`config.mk`:
```
export PLATFORM = sky130hd
export DESIGN_NAME = x86_integer_alu_with_flags
export DESIGN_NICKNAME = d
export VERILOG_FILES = /design/src/hw/rtl/xalu_pkg.sv /design/src/hw/rtl/xalu_divider.sv /design/src/hw/rtl/x86_integer_alu_with_flags.sv
export SDC_FILE = /design/constraint.sdc
export NUM_CORES = 1
export LEC_CHECK = 0
export ABC_AREA = 1
export BUFFER_PORTS_ARGS = -buffer_cell sky130_fd_sc_hd__clkbuf_2
export CAP_MARGIN = 10
export CORE_MARGIN = 4
export CORE_UTILIZATION = 63
export DETAILED_ROUTE_END_ITERATION = 6
export GPL_TIMING_DRIVEN = 0
export PLACE_DENSITY = 0.88
export SLEW_MARGIN = 15
export SYNTH_ARGS = -nofsm -noshare
export SYNTH_HDL_FRONTEND = slang
export SYNTH_SLANG_ARGS = --single-unit
```
`constraint.sdc`:
```
create_clock -name clk -period 8.7 [get_ports clk]
set_input_delay 0.435 -clock clk [delete_from_list [all_inputs] [get_ports clk]]
set_output_delay 0.435 -clock clk [all_outputs]
set_load 0.01 [all_outputs]
```
`src/hw/rtl/xalu_pkg.sv`:
```
// Package for the 8086-style integer ALU: opcodes, flag bit positions and helpers.
// Used by xalu_divider and x86_integer_alu_with_flags; no dependencies.
package xalu_pkg;

  typedef enum logic [3:0] {
    OP_ADD  = 4'd0,
    OP_ADC  = 4'd1,
    OP_SUB  = 4'd2,
    OP_SBB  = 4'd3,
    OP_CMP  = 4'd4,
    OP_MUL  = 4'd5,
    OP_IMUL = 4'd6,
    OP_DIV  = 4'd7,
    OP_IDIV = 4'd8
  } opcode_t;

  localparam int FL_CF = 0;
  localparam int FL_PF = 1;
  localparam int FL_AF = 2;
  localparam int FL_ZF = 3;
  localparam int FL_SF = 4;
  localparam int FL_OF = 5;

  localparam int DIV_BITS = 32;

  localparam logic [0:0] REG_CPU_MODE = 1'b0;

  // Even parity of a byte.
  function automatic logic even_parity(input logic [7:0] v);
    even_parity = ~(^v);
  endfunction

endpackage

```
`src/hw/rtl/xalu_divider.sv`:
```
// Unsigned restoring divider, 32-bit dividend by 16-bit divisor, one quotient bit a cycle.
// Depends on xalu_pkg.
module xalu_divider (
  input  logic        clk,
  input  logic        rst,
  input  logic        start,
  input  logic [31:0] dividend,
  input  logic [15:0] divisor,
  output logic        done,
  output logic [31:0] quotient,
  output logic [16:0] remainder
);
  import xalu_pkg::*;

  logic [4:0]  count;
  logic        busy;
  logic [16:0] trial;
  logic [17:0] diff;

  assign trial = {remainder[15:0], quotient[31]};
  assign diff  = {1'b0, trial} - {2'b00, divisor};

  always_ff @(posedge clk) begin
    if (rst) begin
      busy  <= 1'b0;
      done  <= 1'b0;
      count <= '0;
    end else begin
      done <= 1'b0;
      if (start) begin
        busy      <= 1'b1;
        count     <= 5'(DIV_BITS - 1);
        quotient  <= dividend;
        remainder <= '0;
      end else if (busy) begin
        if (!diff[17]) begin
          remainder <= diff[16:0];
          quotient  <= {quotient[30:0], 1'b1};
        end else begin
          remainder <= trial;
          quotient  <= {quotient[30:0], 1'b0};
        end
        if (count == '0) begin
          busy <= 1'b0;
          done <= 1'b1;
        end else begin
          count <= count - 5'd1;
        end
      end
    end
  end
endmodule

```
`src/hw/rtl/x86_integer_alu_with_flags.sv`:
```
// 8086 integer ALU with a kept six-bit flag register; top level.
// Add, subtract and compare finish in S_EXEC, multiplies pass through S_MUL, and divides wait in S_DIV
// (32 shared-divider steps, one quotient bit a cycle) before the sign fix-up in S_FIX.
// Throughput: one request at a time; a new request is taken once the last
// result has been handed over. Reset (rst, synchronous) clears the flags and cpu_model.
// Depends on xalu_pkg and xalu_divider.
module x86_integer_alu_with_flags (
  input  logic        clk,
  input  logic        rst,
  input  logic        s_tvalid,
  output logic        s_tready,
  // tdata: opcode[3:0], wide[4], dest_low[20:5], dest_high[36:21], source[52:37]
  input  logic [55:0] s_tdata,
  output logic        m_tvalid,
  input  logic        m_tready,
  // tdata: result_low[15:0], result_high[31:16], write_back[32], divide_error[33],
  // carry[34], parity[35], aux_carry[36], zero[37], sign[38], overflow[39]
  output logic [39:0] m_tdata,
  input  logic        psel,
  input  logic        penable,
  input  logic        pwrite,
  input  logic [1:0]  paddr,
  input  logic [31:0] pwdata,
  output logic [31:0] prdata,
  output logic        pready
);
  import xalu_pkg::*;

  typedef enum logic [2:0] {S_IDLE, S_EXEC, S_MUL, S_DIV, S_FIX, S_OUT} state_t;

  state_t      state;
  logic        cpu_model;
  logic [5:0]  flag_bits;
  logic [3:0]  op;
  logic        wide;
  logic [15:0] dl, dh, src;
  logic [31:0] prod;
  logic        neg_q, neg_r;
  logic [15:0] res_lo, res_hi;
  logic        wb, de;

  // Configuration port: a single register at address zero.
  assign pready = 1'b1;
  assign prdata = {31'd0, cpu_model};
  always_ff @(posedge clk) begin
    if (rst) begin
      cpu_model <= 1'b0;
    end else if (psel && penable && pwrite && paddr[1:0] == {REG_CPU_MODE, 1'b0}) begin
      cpu_model <= pwdata[0];
    end
  end

  assign s_tready = (state == S_IDLE);
  assign m_tvalid = (state == S_OUT);
  assign m_tdata  = {flag_bits[FL_OF], flag_bits[FL_SF], flag_bits[FL_ZF],
                     flag_bits[FL_AF], flag_bits[FL_PF], flag_bits[FL_CF],
                     de, wb, res_hi, res_lo};

  // Operands masked to the operand width; the multiply operands below are 17 bits, sign-extended for IMUL.
  logic [15:0] mask, d_m, s_m;
  logic        top_d, top_s;
  assign mask  = wide ? 16'hFFFF : 16'h00FF;
  assign d_m   = dl & mask;
  assign s_m   = src & mask;
  assign top_d = wide ? dl[15] : dl[7];
  assign top_s = wide ? src[15] : src[7];

  // Add and subtract path, 17 bits to keep the carry.
  logic        cin, is_add;
  logic [16:0] sum;
  logic        of_as;
  logic [15:0] r16;
  assign is_add = (op == OP_ADD) || (op == OP_ADC);
  assign cin    = ((op == OP_ADC) || (op == OP_SBB)) ? flag_bits[FL_CF] : 1'b0;
  assign sum    = is_add ? ({1'b0, d_m} + {1'b0, s_m} + {16'd0, cin})
                         : ({1'b0, d_m} - {1'b0, s_m} - {16'd0, cin});
  assign r16    = sum[15:0];
  always_comb begin
    logic rt;
    rt = wide ? r16[15] : r16[7];
    of_as = is_add ? ((rt ^ top_d) & (rt ^ top_s)) : ((top_d ^ top_s) & (top_d ^ rt));
  end

  // Signed multiply operands; the product is registered before the flag logic.
  logic signed [16:0] md, ms;
  logic signed [33:0] mprod;
  assign md    = (op == OP_IMUL) ? $signed({top_d, (wide ? dl : {{8{dl[7]}}, dl[7:0]})})
                                 : $signed({1'b0, d_m});
  assign ms    = (op == OP_IMUL) ? $signed({top_s, (wide ? src : {{8{src[7]}}, src[7:0]})})
                                 : $signed({1'b0, s_m});
  assign mprod = md * ms;

  // Division: magnitudes into the shared divider, signs restored afterwards.
  logic [31:0] dividend_s, div_a;
  logic [15:0] divisor_s, div_b;
  logic        sgn_a, sgn_b, div_start, div_done;
  logic [31:0] quo;
  logic [16:0] rem;
  assign dividend_s = wide ? {dh, dl} : {16'd0, dl};
  assign divisor_s  = s_m;
  assign sgn_a = (op == OP_IDIV) && (wide ? dh[15] : dl[15]);
  assign sgn_b = (op == OP_IDIV) && top_s;
  assign div_a = sgn_a ? (wide ? (~dividend_s + 32'd1) : {16'd0, (~dl + 16'd1)}) : dividend_s;
  assign div_b = sgn_b ? ((~divisor_s + 16'd1) & mask) : divisor_s;
  assign div_start = (state == S_EXEC) && (op == OP_DIV || op == OP_IDIV) && (s_m != 16'd0);

  xalu_divider u_div (
    .clk(clk), .rst(rst), .start(div_start), .dividend(div_a), .divisor(div_b),
    .done(div_done), .quotient(quo), .remainder(rem)
  );

  // Product flags from the registered product.
  logic [15:0] p_lo;
  logic        p_big, p_zero;
  always_comb begin
    p_lo = prod[15:0] & mask;
    if (op == OP_IMUL)
      p_big = wide ? (prod[31:15] != {17{prod[15]}}) : (prod[31:7] != {25{prod[7]}});
    else
      p_big = wide ? (prod[31:16] != 16'd0) : (prod[15:8] != 8'd0);
    p_zero = (cpu_model == 1'b0) ? (prod == 32'd0) : (p_lo == 16'd0);
  end

  always_ff @(posedge clk) begin
    if (rst) begin
      state     <= S_IDLE;
      flag_bits <= '0;
    end else begin
      unique case (state)
        S_IDLE: begin
          if (s_tvalid) begin
            op    <= s_tdata[3:0];
            wide  <= s_tdata[4];
            dl    <= s_tdata[20:5];
            dh    <= s_tdata[36:21];
            src   <= s_tdata[52:37];
            state <= S_EXEC;
          end
        end
        S_EXEC: begin
          res_lo <= '0;
          res_hi <= '0;
          wb     <= 1'b0;
          de     <= 1'b0;
          if (op <= OP_CMP) begin
            res_lo <= r16 & mask;
            wb     <= (op != OP_CMP);
            flag_bits[FL_CF] <= wide ? sum[16] : sum[8];
            flag_bits[FL_PF] <= even_parity(r16[7:0]);
            flag_bits[FL_AF] <= r16[4] ^ dl[4] ^ src[4];
            flag_bits[FL_ZF] <= (r16 & mask) == 16'd0;
            flag_bits[FL_SF] <= wide ? r16[15] : r16[7];
            flag_bits[FL_OF] <= of_as;
            state <= S_OUT;
          end else if (op == OP_MUL || op == OP_IMUL) begin
            prod  <= mprod[31:0];
            state <= S_MUL;
          end else if (op == OP_DIV || op == OP_IDIV) begin
            if (s_m == 16'd0) begin
              de    <= 1'b1;
              state <= S_OUT;
            end else begin
              neg_q <= sgn_a ^ sgn_b;
              neg_r <= sgn_a;
              state <= S_DIV;
            end
          end else begin
            state <= S_OUT;
          end
        end
        S_MUL: begin
          res_lo <= prod[15:0];
          res_hi <= wide ? prod[31:16] : 16'd0;
          wb     <= 1'b1;
          flag_bits[FL_CF] <= p_big;
          flag_bits[FL_OF] <= p_big;
          flag_bits[FL_PF] <= even_parity(prod[7:0]);
          flag_bits[FL_AF] <= prod[4] ^ md[4] ^ ms[4];
          flag_bits[FL_ZF] <= (op == OP_MUL) ? p_zero : (p_lo == 16'd0);
          flag_bits[FL_SF] <= wide ? prod[15] : prod[7];
          state <= S_OUT;
        end
        S_DIV: begin
          if (div_done) begin
            state <= S_FIX;
          end
        end
        S_FIX: begin
          res_lo <= (neg_q ? (~quo[15:0] + 16'd1) : quo[15:0]) & mask;
          res_hi <= (neg_r ? (~rem[15:0] + 16'd1) : rem[15:0]) & mask;
          wb     <= 1'b1;
          state  <= S_OUT;
        end
        S_OUT: begin
          if (m_tready) begin
            state <= S_IDLE;
          end
        end
        default: state <= S_IDLE;
      endcase
    end
  end
endmodule

```
Yosys cells after proc, flatten, opt, wreduce, memory -nomap -nowiden
Cells that the tools add are included.
- add/subtract/negate cells: 11
- multipliers: 1
- magnitude comparators: 1
- equality and inequality tests: 19
- multiplexer cells: 54
- bitwise operators: 30
- reductions and logical operators: 41
- operators by type and width (operator ; number):
    2-to-1 mux 16 bit ; 10
    2-to-1 mux 32 bit ; 5
    AND 16 bit ; 7
    case mux 16 bit (3 select lines) ; 2
    adder 16 x 1 -> 16 bit, second input constant ; 4
    NOT 16 bit ; 4
    2-to-1 mux 17 bit ; 3
    zero test 16 bit ; 3
    adder 32 x 1 -> 32 bit, second input constant ; 1
    zero test 32 bit ; 1
    multiplier 17 x 17 -> 32 bit ; 1
    NOT 32 bit ; 1
    nonzero test 16 bit ; 2
    != test 24 bit ; 1
    2-to-1 mux 3 bit ; 7
    2-to-1 mux 1 bit ; 20
    subtractor 17 x 16 -> 18 bit ; 1
    adder 16 x 16 -> 17 bit ; 1
    adder 17 x 1 -> 17 bit ; 1
    subtractor 16 x 16 -> 17 bit ; 1
    subtractor 17 x 1 -> 17 bit ; 1
    != test 16 bit ; 1
    parity 8 bit ; 2
    2-to-1 mux 5 bit ; 3
    other kinds (34) ; 74
- register bits: 186
- input bits: 97
- output and inout bits: 75
- logic and storage cells: 177

Logic depth before layout (Yosys ltp)
Gate-level depths: netlist (run 1).
- word-level depth: 11
- depth in mapped cells: 32
- mapped depth without buffers: 30

Modules after synthesis
A second synthesis (run 1) with hierarchy kept.
- cell total of the unflattened synthesis: 3104
- area total of the unflattened synthesis: 24237.0 um^2
- by module, submodules not included (module ; times used ; cells each ; area an instance (um^2)):
    x86_integer_alu_with_flags ; 1 ; 2608 ; 20483.4
    xalu_divider ; 1 ; 496 ; 3753.6

Least setup slack after synthesis (run 1)
Ideal clock, no wire load.
- path type: register to register
- start point: register dl[7]
- end point: register prod[25], data pin
- setup time: 260 ps
- arrival time: 6201 ps
- required time: 8440 ps
- setup slack: 2240 ps
- cell stages (with the launch flop): 26
- buffers on the path: 2
- path through: edfxtp_1 clkbuf_1 inv_1 nor3_2 nor2_1 inv_1 buf_2 nand2_1 fa_1 inv_1 fa_1 inv_1 fa_1 fa_1 fa_1 inv_1 fa_1 ha_1 a21o_1 a21boi_0 nand3_1 a21oi_1 o21ai_0 nand3_1 nand2_1 xor2_1
- word-level cells in the longest chain between the ends: 3
- elaborated cells between the ends (all ways): 5
- classes of those cells: 1 x mul; 3 x mux; 1 x bitwise
- RTL lines (element ; line ; source):
    start: declaration ; x86_integer_alu_with_flags.sv:36 ; logic [15:0] dl, dh, src;
    start signal: assignment ; x86_integer_alu_with_flags.sv:134 ; dl <= s_tdata[20:5];
    AND 16 bit (tied with other cells) ; x86_integer_alu_with_flags.sv:63 ; assign d_m = dl & mask;
    2-to-1 mux 17 bit * ; x86_integer_alu_with_flags.sv:87 ; assign md = (op == OP_IMUL) ? $signed({top_d, (wide ? dl : {{8{dl[7]}}, dl[7:0]})})
    multiplier 17 x 17 -> 32 bit * ; x86_integer_alu_with_flags.sv:91 ; assign mprod = md * ms;
    via mprod[25] ; x86_integer_alu_with_flags.sv:86 ; logic signed [33:0] mprod;
    end signal: assignment ; x86_integer_alu_with_flags.sv:156 ; prod <= mprod[31:0];
    end: declaration ; x86_integer_alu_with_flags.sv:37 ; logic [31:0] prod;
Mark *: on every way through the listed nets, which the timed path passes. The rest lies on a longest branch.
A chain may end at the register's enable or synchronous reset.

Worst setup path after layout (run 1)
- start point: register dl[7]
- end point: register prod[28], data pin
The elaborated chain is that of the path after synthesis.

==> out/summary.txt, run 1 <==
status: completed
Peak Freq: 118 MHz
DRT iter0 DRCs: 2183
gpl congestion: 1.00
period utilization: 0.977
worst hold slack: 0.139 ns
commonest non-fill, non-tap cells in the layout: 646 x inv_1, 626 x nand2_1, 287 x fa_1
Reg area: 0.00542 mm2
Placement Rows: 70
Post-synth ARST share: 0
die area: 0.0406 mm2
first-pass GRT wire length: 113000 um
Pre-Repair DR Iteration Count: 6
maximum vdd drop: 0.280 mV
share of cells above drive strength 1: 0.0741
synthesized-area fraction occupied by and/or/nand/nor cells: 0.198
synth unique cells: 56
Final #Nets: 3647
Yosys reg bits: 186
via count: 20700
Post-CTS Hold Buffers: 0
Max-cap violations: 0
CTS tree: built
WL/cell: 19.8 um
fillcell total: 2960
CTS buffer count: 17
Multi-input gate area: 0.0153 mm2
final WL: 71100 um
die width: 202 um
fin util: 0.697
CP required: 8.90 ns
routed vias/inst: 5.77
Clock Path Buffers: 2
Setup CP Type: flop to flop
DIE HEIGHT: 202 um
GRT Util Overall: 0.354
RSZ-0062 raised after global routing: no
Worst Skew: 0.0196 ns
initial antenna violation count: 1
Primary FF master, synth: edfxtp_1
Post-Syn Instances: 2945
clock root buffer: clkbuf_16
XOR/XNOR Fraction of Synth Area: 0.0393
most common cell after layout, fill and taps aside: inv_1
Placement Cell Area: 0.0250 mm2
mapped cell area: 0.0236 mm2
Worst-path clk slew: 0.09 ns
Worst-Skew Late Latency: 0.46 ns
adder and majority cell fraction of the synthesized area: 0.327
Core Box Area: 0.0368 mm2
Hold Violations, Final: 0
endpoints failing setup: 0
Initial Utilization: 0.642
area grow syn2layout: 8.56%
sequential area share after synthesis: 0.229
Antenna Nets Post-Route: 0
IO buf count: 105
Critical Path AT: 8.70 ns
DPL Wire Length: 58800 um
number of synthesized flops with an enable pin: 169
leakage power: 0.0132 uW
worst-path fanout max: 10
yosys warns: 0
post-synthesis compound-gate area fraction: 0.0749
largest net degree at the start of global routing: 31
Worst Hold Class: input port to flop
Worst-Margin Slew: 1.02 ns
Ports: 172
main combinational cell family by area after synthesis: adder cells
CP endpoint kind: flop
multiplexer share of the synthesized area: 0
Final Cell Area: 0.0256 mm2
Final Max Tran Viols: 0
Worst setup SP type: flop
Avg Cell Area, Syn: 8.02 um2
clk sinks: 186
fin crit period: 8.50 ns
# DRC: 0
H-Tree Depth: 4
Power Total: 6020 uW
grt ovf: 0
number of global-route vias before repair: 21300
relative max-transition margin: 0.315
P per Cell Area: 235 mW/mm2
==> where the power goes <==
| group | internal [uW] | switching [uW] |
|---|---|---|
| Combinational | 1440 | 2470 |
| Clock | 458 | 386 |
| Sequential | 1220 | 46.6 |
| Total | 3120 | 2900 |
==> worst paths after layout <==
check,start,to,slack [ns],depth (start not counted)
max,dl[7],prod[28],0.20,24
min,s_tdata[40],src[3],0.14,1
max reg2reg,dl[7],prod[28],0.20,24
min reg2reg,u_div.busy,u_div.done,0.47,2
==> per-layer routing <==
metal  GRT usage  vias to the layer above  share of wire
met5           0                        -              0
met4       0.215                        0          0.073
met3      0.0603                      272          0.087
met2       0.598                     1158           0.48
met1       0.425                     9892           0.36
li1            -                     9383              -
==> state kept, by name (all words and copies together), names as in the netlist, 5 cells and up <==
register,cells
prod,32
u_div.quotient,32
dh,16
dl,16
res_hi,16
res_lo,16
src,16
u_div.remainder,16
flag_bits,6
u_div.count,5
==> worst max-delay path, cell delays in order (launching register included) <==
cell and delay (ns):
edfxtp_1 0.37, clkbuf_1 0.58, inv_1 0.46, nor3_4 0.52, nor2_1 0.33, inv_1 0.37, nand2_1 0.14, fa_1 0.58
fa_1 0.52, fa_1 0.55, inv_1 0.06, fa_1 0.48, fa_1 0.54, inv_1 0.06, fa_1 0.49, inv_1 0.05
ha_1 0.38, nand2_1 0.13, nor4_2 0.68, nand4_1 0.24, nand3_1 0.31, a21o_1 0.19, nand2_1 0.05, nand2_1 0.07
xor2_1 0.07
==> what timing repair did <==
action / in CTS / in global routing
cloned: 0 / 0
endpoints found under the setup margin: 3 / 6
setup buffers: 0 / 0
gates resized for setup: 1 / 1
==> area by class of cell <==
class	count	area share
Multi-Input combinational cell	2020	0.595
Sequential cell	186	0.211
Inverter	664	0.0975
Timing Repair Buffer	111	0.0264
Buffer	105	0.0233
Tap cell	468	0.0228
Clock buffer	20	0.0170
Clock inverter	12	0.00634
Antenna cell	1	0.0000976
==> cells by family (layout without fill, tap and decap cells) <==
kind of cell / count (synthesis) / count (layout)
fa+ha+maj: 445 / 445
compound gates: 318 / 318
buf+inv: 769 / 912
flops: 186 / 186
simple gates: 1119 / 1119
xor+xnor: 106 / 106
other cells: 2 / 33
==> through the flow <==
stage	setup WS (ns)	cells	setup TNS, ns
floorplan	2.24	2975	0
global placement	-0.0274	3548	-0.0274
detailed placement	-0.0955	3554	-0.0955
CTS	0.203	3586	0
global route	0.0493	3587	0
finish	0.202	3587	0
==> cells in the mapped netlist (7+ instances only) <==
library cell	n	area share
nor4_1	10	0.0026
nand3b_1	10	0.0032
buf_2	9	0.0019
edfxtp_1	169	0.21
a21oi_1	115	0.024
clkbuf_1	48	0.0076
fa_1	287	0.24
or2_2	7	0.0019
nor3_1	30	0.0064
nand3_1	124	0.026
clkinv_1	10	0.0016
buf_4	38	0.012
o21ai_1	12	0.0025
xnor2_1	33	0.012
inv_1	646	0.10
nand2_1	626	0.10
o221ai_1	9	0.0033
nand4_1	31	0.0082
dfxtp_1	17	0.014
a31oi_1	18	0.0048
nor2_1	255	0.041
ha_1	158	0.084
o21ai_0	116	0.025
o211ai_1	8	0.0025
a21o_1	10	0.0032
xor2_1	73	0.027
No activity file was read; power rests on OpenSTA's default activity.
==> inputs of run 2 (changes only) <==
- MAX_ROUTING_LAYER: not set -> met4
==> out/summary.txt, run 2 (synthesis gave the netlist of run 1 again) <==
status: completed
Multi-input gate area: 0.0153 mm2
Placement Rows: 70
Peak Freq: 116 MHz
Antenna Nets Post-Route: 0
first-pass GRT wire length: 115000 um
clock root buffer: clkbuf_16
Initial Utilization: 0.642
Final #Nets: 3646
routed vias/inst: 5.85
critical path cell sequence: clkbuf_2 -> inv_1 -> nor3_4 -> nor2_1 -> clkinv_1 -> nand2_1 -> fa_1 -> inv_1 -> fa_1 -> fa_1 -> fa_1 -> fa_1 -> inv_1 -> fa_1 -> inv_1 -> ha_1 -> a21oi_1 -> o21ai_0 -> a21oi_1 -> nand3_1 -> a21o_1 -> nand2_1 -> nand2_1 -> xor2_1
share of cells above drive strength 1: 0.0757
endpoints failing setup: 0
WL/cell: 20.3 um
via count: 21000
Setup CP Type: flop to flop
Ports: 172
n_diodes: 0
Hold Violations, Final: 0
most common cell after layout, fill and taps aside: inv_1
initial antenna violation count: 0
Critical Path AT: 8.79 ns
CP required: 8.90 ns
Max-cap violations: 0
fin util: 0.697
Worst Hold Class: input port to flop
CTS tree: built
die area: 0.0406 mm2
DRT iter0 DRCs: 2153
worst hold slack: 0.126 ns
largest registers: prod (32), u_div.quotient (32)
Post-CTS Setup Inserts: 0
maximum vdd drop: 0.296 mV
worst-path fanout max: 10
Worst setup SP type: flop
Final Max Tran Viols: 0
fillcell total: 2959
Power Total: 6230 uW
grt ovf: 0
P per Cell Area: 243 mW/mm2
IO buf count: 105
relative max-transition margin: 0.334
period utilization: 0.987
GRT Util Overall: 0.372
# DRC: 0
fin crit period: 8.59 ns
Reg area: 0.00542 mm2
Worst-Margin Slew: 0.992 ns
Slowest-stage cell, CP: nor2_1
Core Box Area: 0.0368 mm2
Worst-path clk slew: 0.10 ns
DIE HEIGHT: 202 um
gpl congestion: 1.02
commonest non-fill, non-tap cells in the layout: 646 x inv_1, 626 x nand2_1, 287 x fa_1
largest net degree at the start of global routing: 32
number of global-route vias before repair: 21800
CP endpoint kind: flop
final WL: 72800 um
Worst-Skew Late Latency: 0.48 ns
Clock Path Buffers: 2
CTS buffer count: 17
Worst path max stage delay: 0.63 ns
H-Tree Depth: 4
Top cell by count, worst path: fa_1
Post-CTS Hold Buffers: 0
die width: 202 um
Worst Skew: 0.0373 ns
area grow syn2layout: 8.58%
Worst Path Buf+Inv: 6
leakage power: 0.0132 uW
Pre-Repair DR Iteration Count: 6
clk sinks: 186
DPL Wire Length: 60100 um
Top Family by Delay on Critical Path: adder cells
## run 2: per-stage QoR
stage / TNS [ns] / std cells / setup WS [ns] / cell area (um2)
final: 0 / 3585 / 0.112 / 25600
after global routing: -0.0171 / 3585 / -0.0171 / 25600
after CTS: 0 / 3585 / 0.0256 / 25600
after detailed placement: -0.168 / 3553 / -0.128 / 25000
after global placement: -0.104 / 3548 / -0.0982 / 24800
after floorplan: 0 / 2975 / 2.24 / 23700
## run 2: power by group
part           internal [uW]  total, uW  switching [uW]
clock                    435        829             394
combinational           1480       4140            2650
sequential              1220       1260            46.8
## run 2: final cells by class
class | instances | area share
clock inverters | 15 | 0.00717
inverters | 664 | 0.0975
repair buffers | 110 | 0.0256
well taps | 468 | 0.0228
flip-flops and latches | 186 | 0.211
multi-input cells | 2020 | 0.596
plain buffers | 105 | 0.0233
clock buffers | 17 | 0.0166
## run 2: worst reg2reg max path: stages (launching register included)
cell      delay, ns
edfxtp_1       0.42
clkbuf_2       0.29
inv_1          0.52
nor3_4         0.19
nor2_1         0.63
clkinv_1       0.58
nand2_1        0.22
fa_1           0.43
inv_1          0.11
fa_1           0.45
fa_1           0.57
fa_1           0.46
fa_1           0.51
inv_1          0.05
fa_1           0.51
inv_1          0.06
ha_1           0.38
a21oi_1        0.29
o21ai_0        0.17
a21oi_1        0.49
nand3_1        0.42
a21o_1         0.29
nand2_1        0.07
nand2_1        0.07
xor2_1         0.15
## run 2: final timing paths
kind                        from              to  slack (ns)  cells after the start
setup / recovery           dl[7]        prod[28]        0.11                     24
hold / removal       s_tdata[10]           dl[5]        0.13                      1
setup reg to reg           dl[7]        prod[28]        0.11                     24
hold reg to reg   u_div.count[4]  u_div.count[4]        0.50                      2
## run 2: timing repair
| item | 4_1_cts | 5_1_grt |
|---|---|---|
| resized for setup | 1 | 7 |
| pin swaps | 0 | 0 |
| endpoints found under the setup margin | 3 | 10 |
## run 2: layer usage
metal / up-vias / share of wire / GRT usage
li1: 9374 / - / -
met1: 10000 / 0.35 / 0.438
met2: 1228 / 0.48 / 0.612
met3: 328 / 0.093 / 0.0619
met4: 0 / 0.072 / 0.210
met5: - / 0 / -
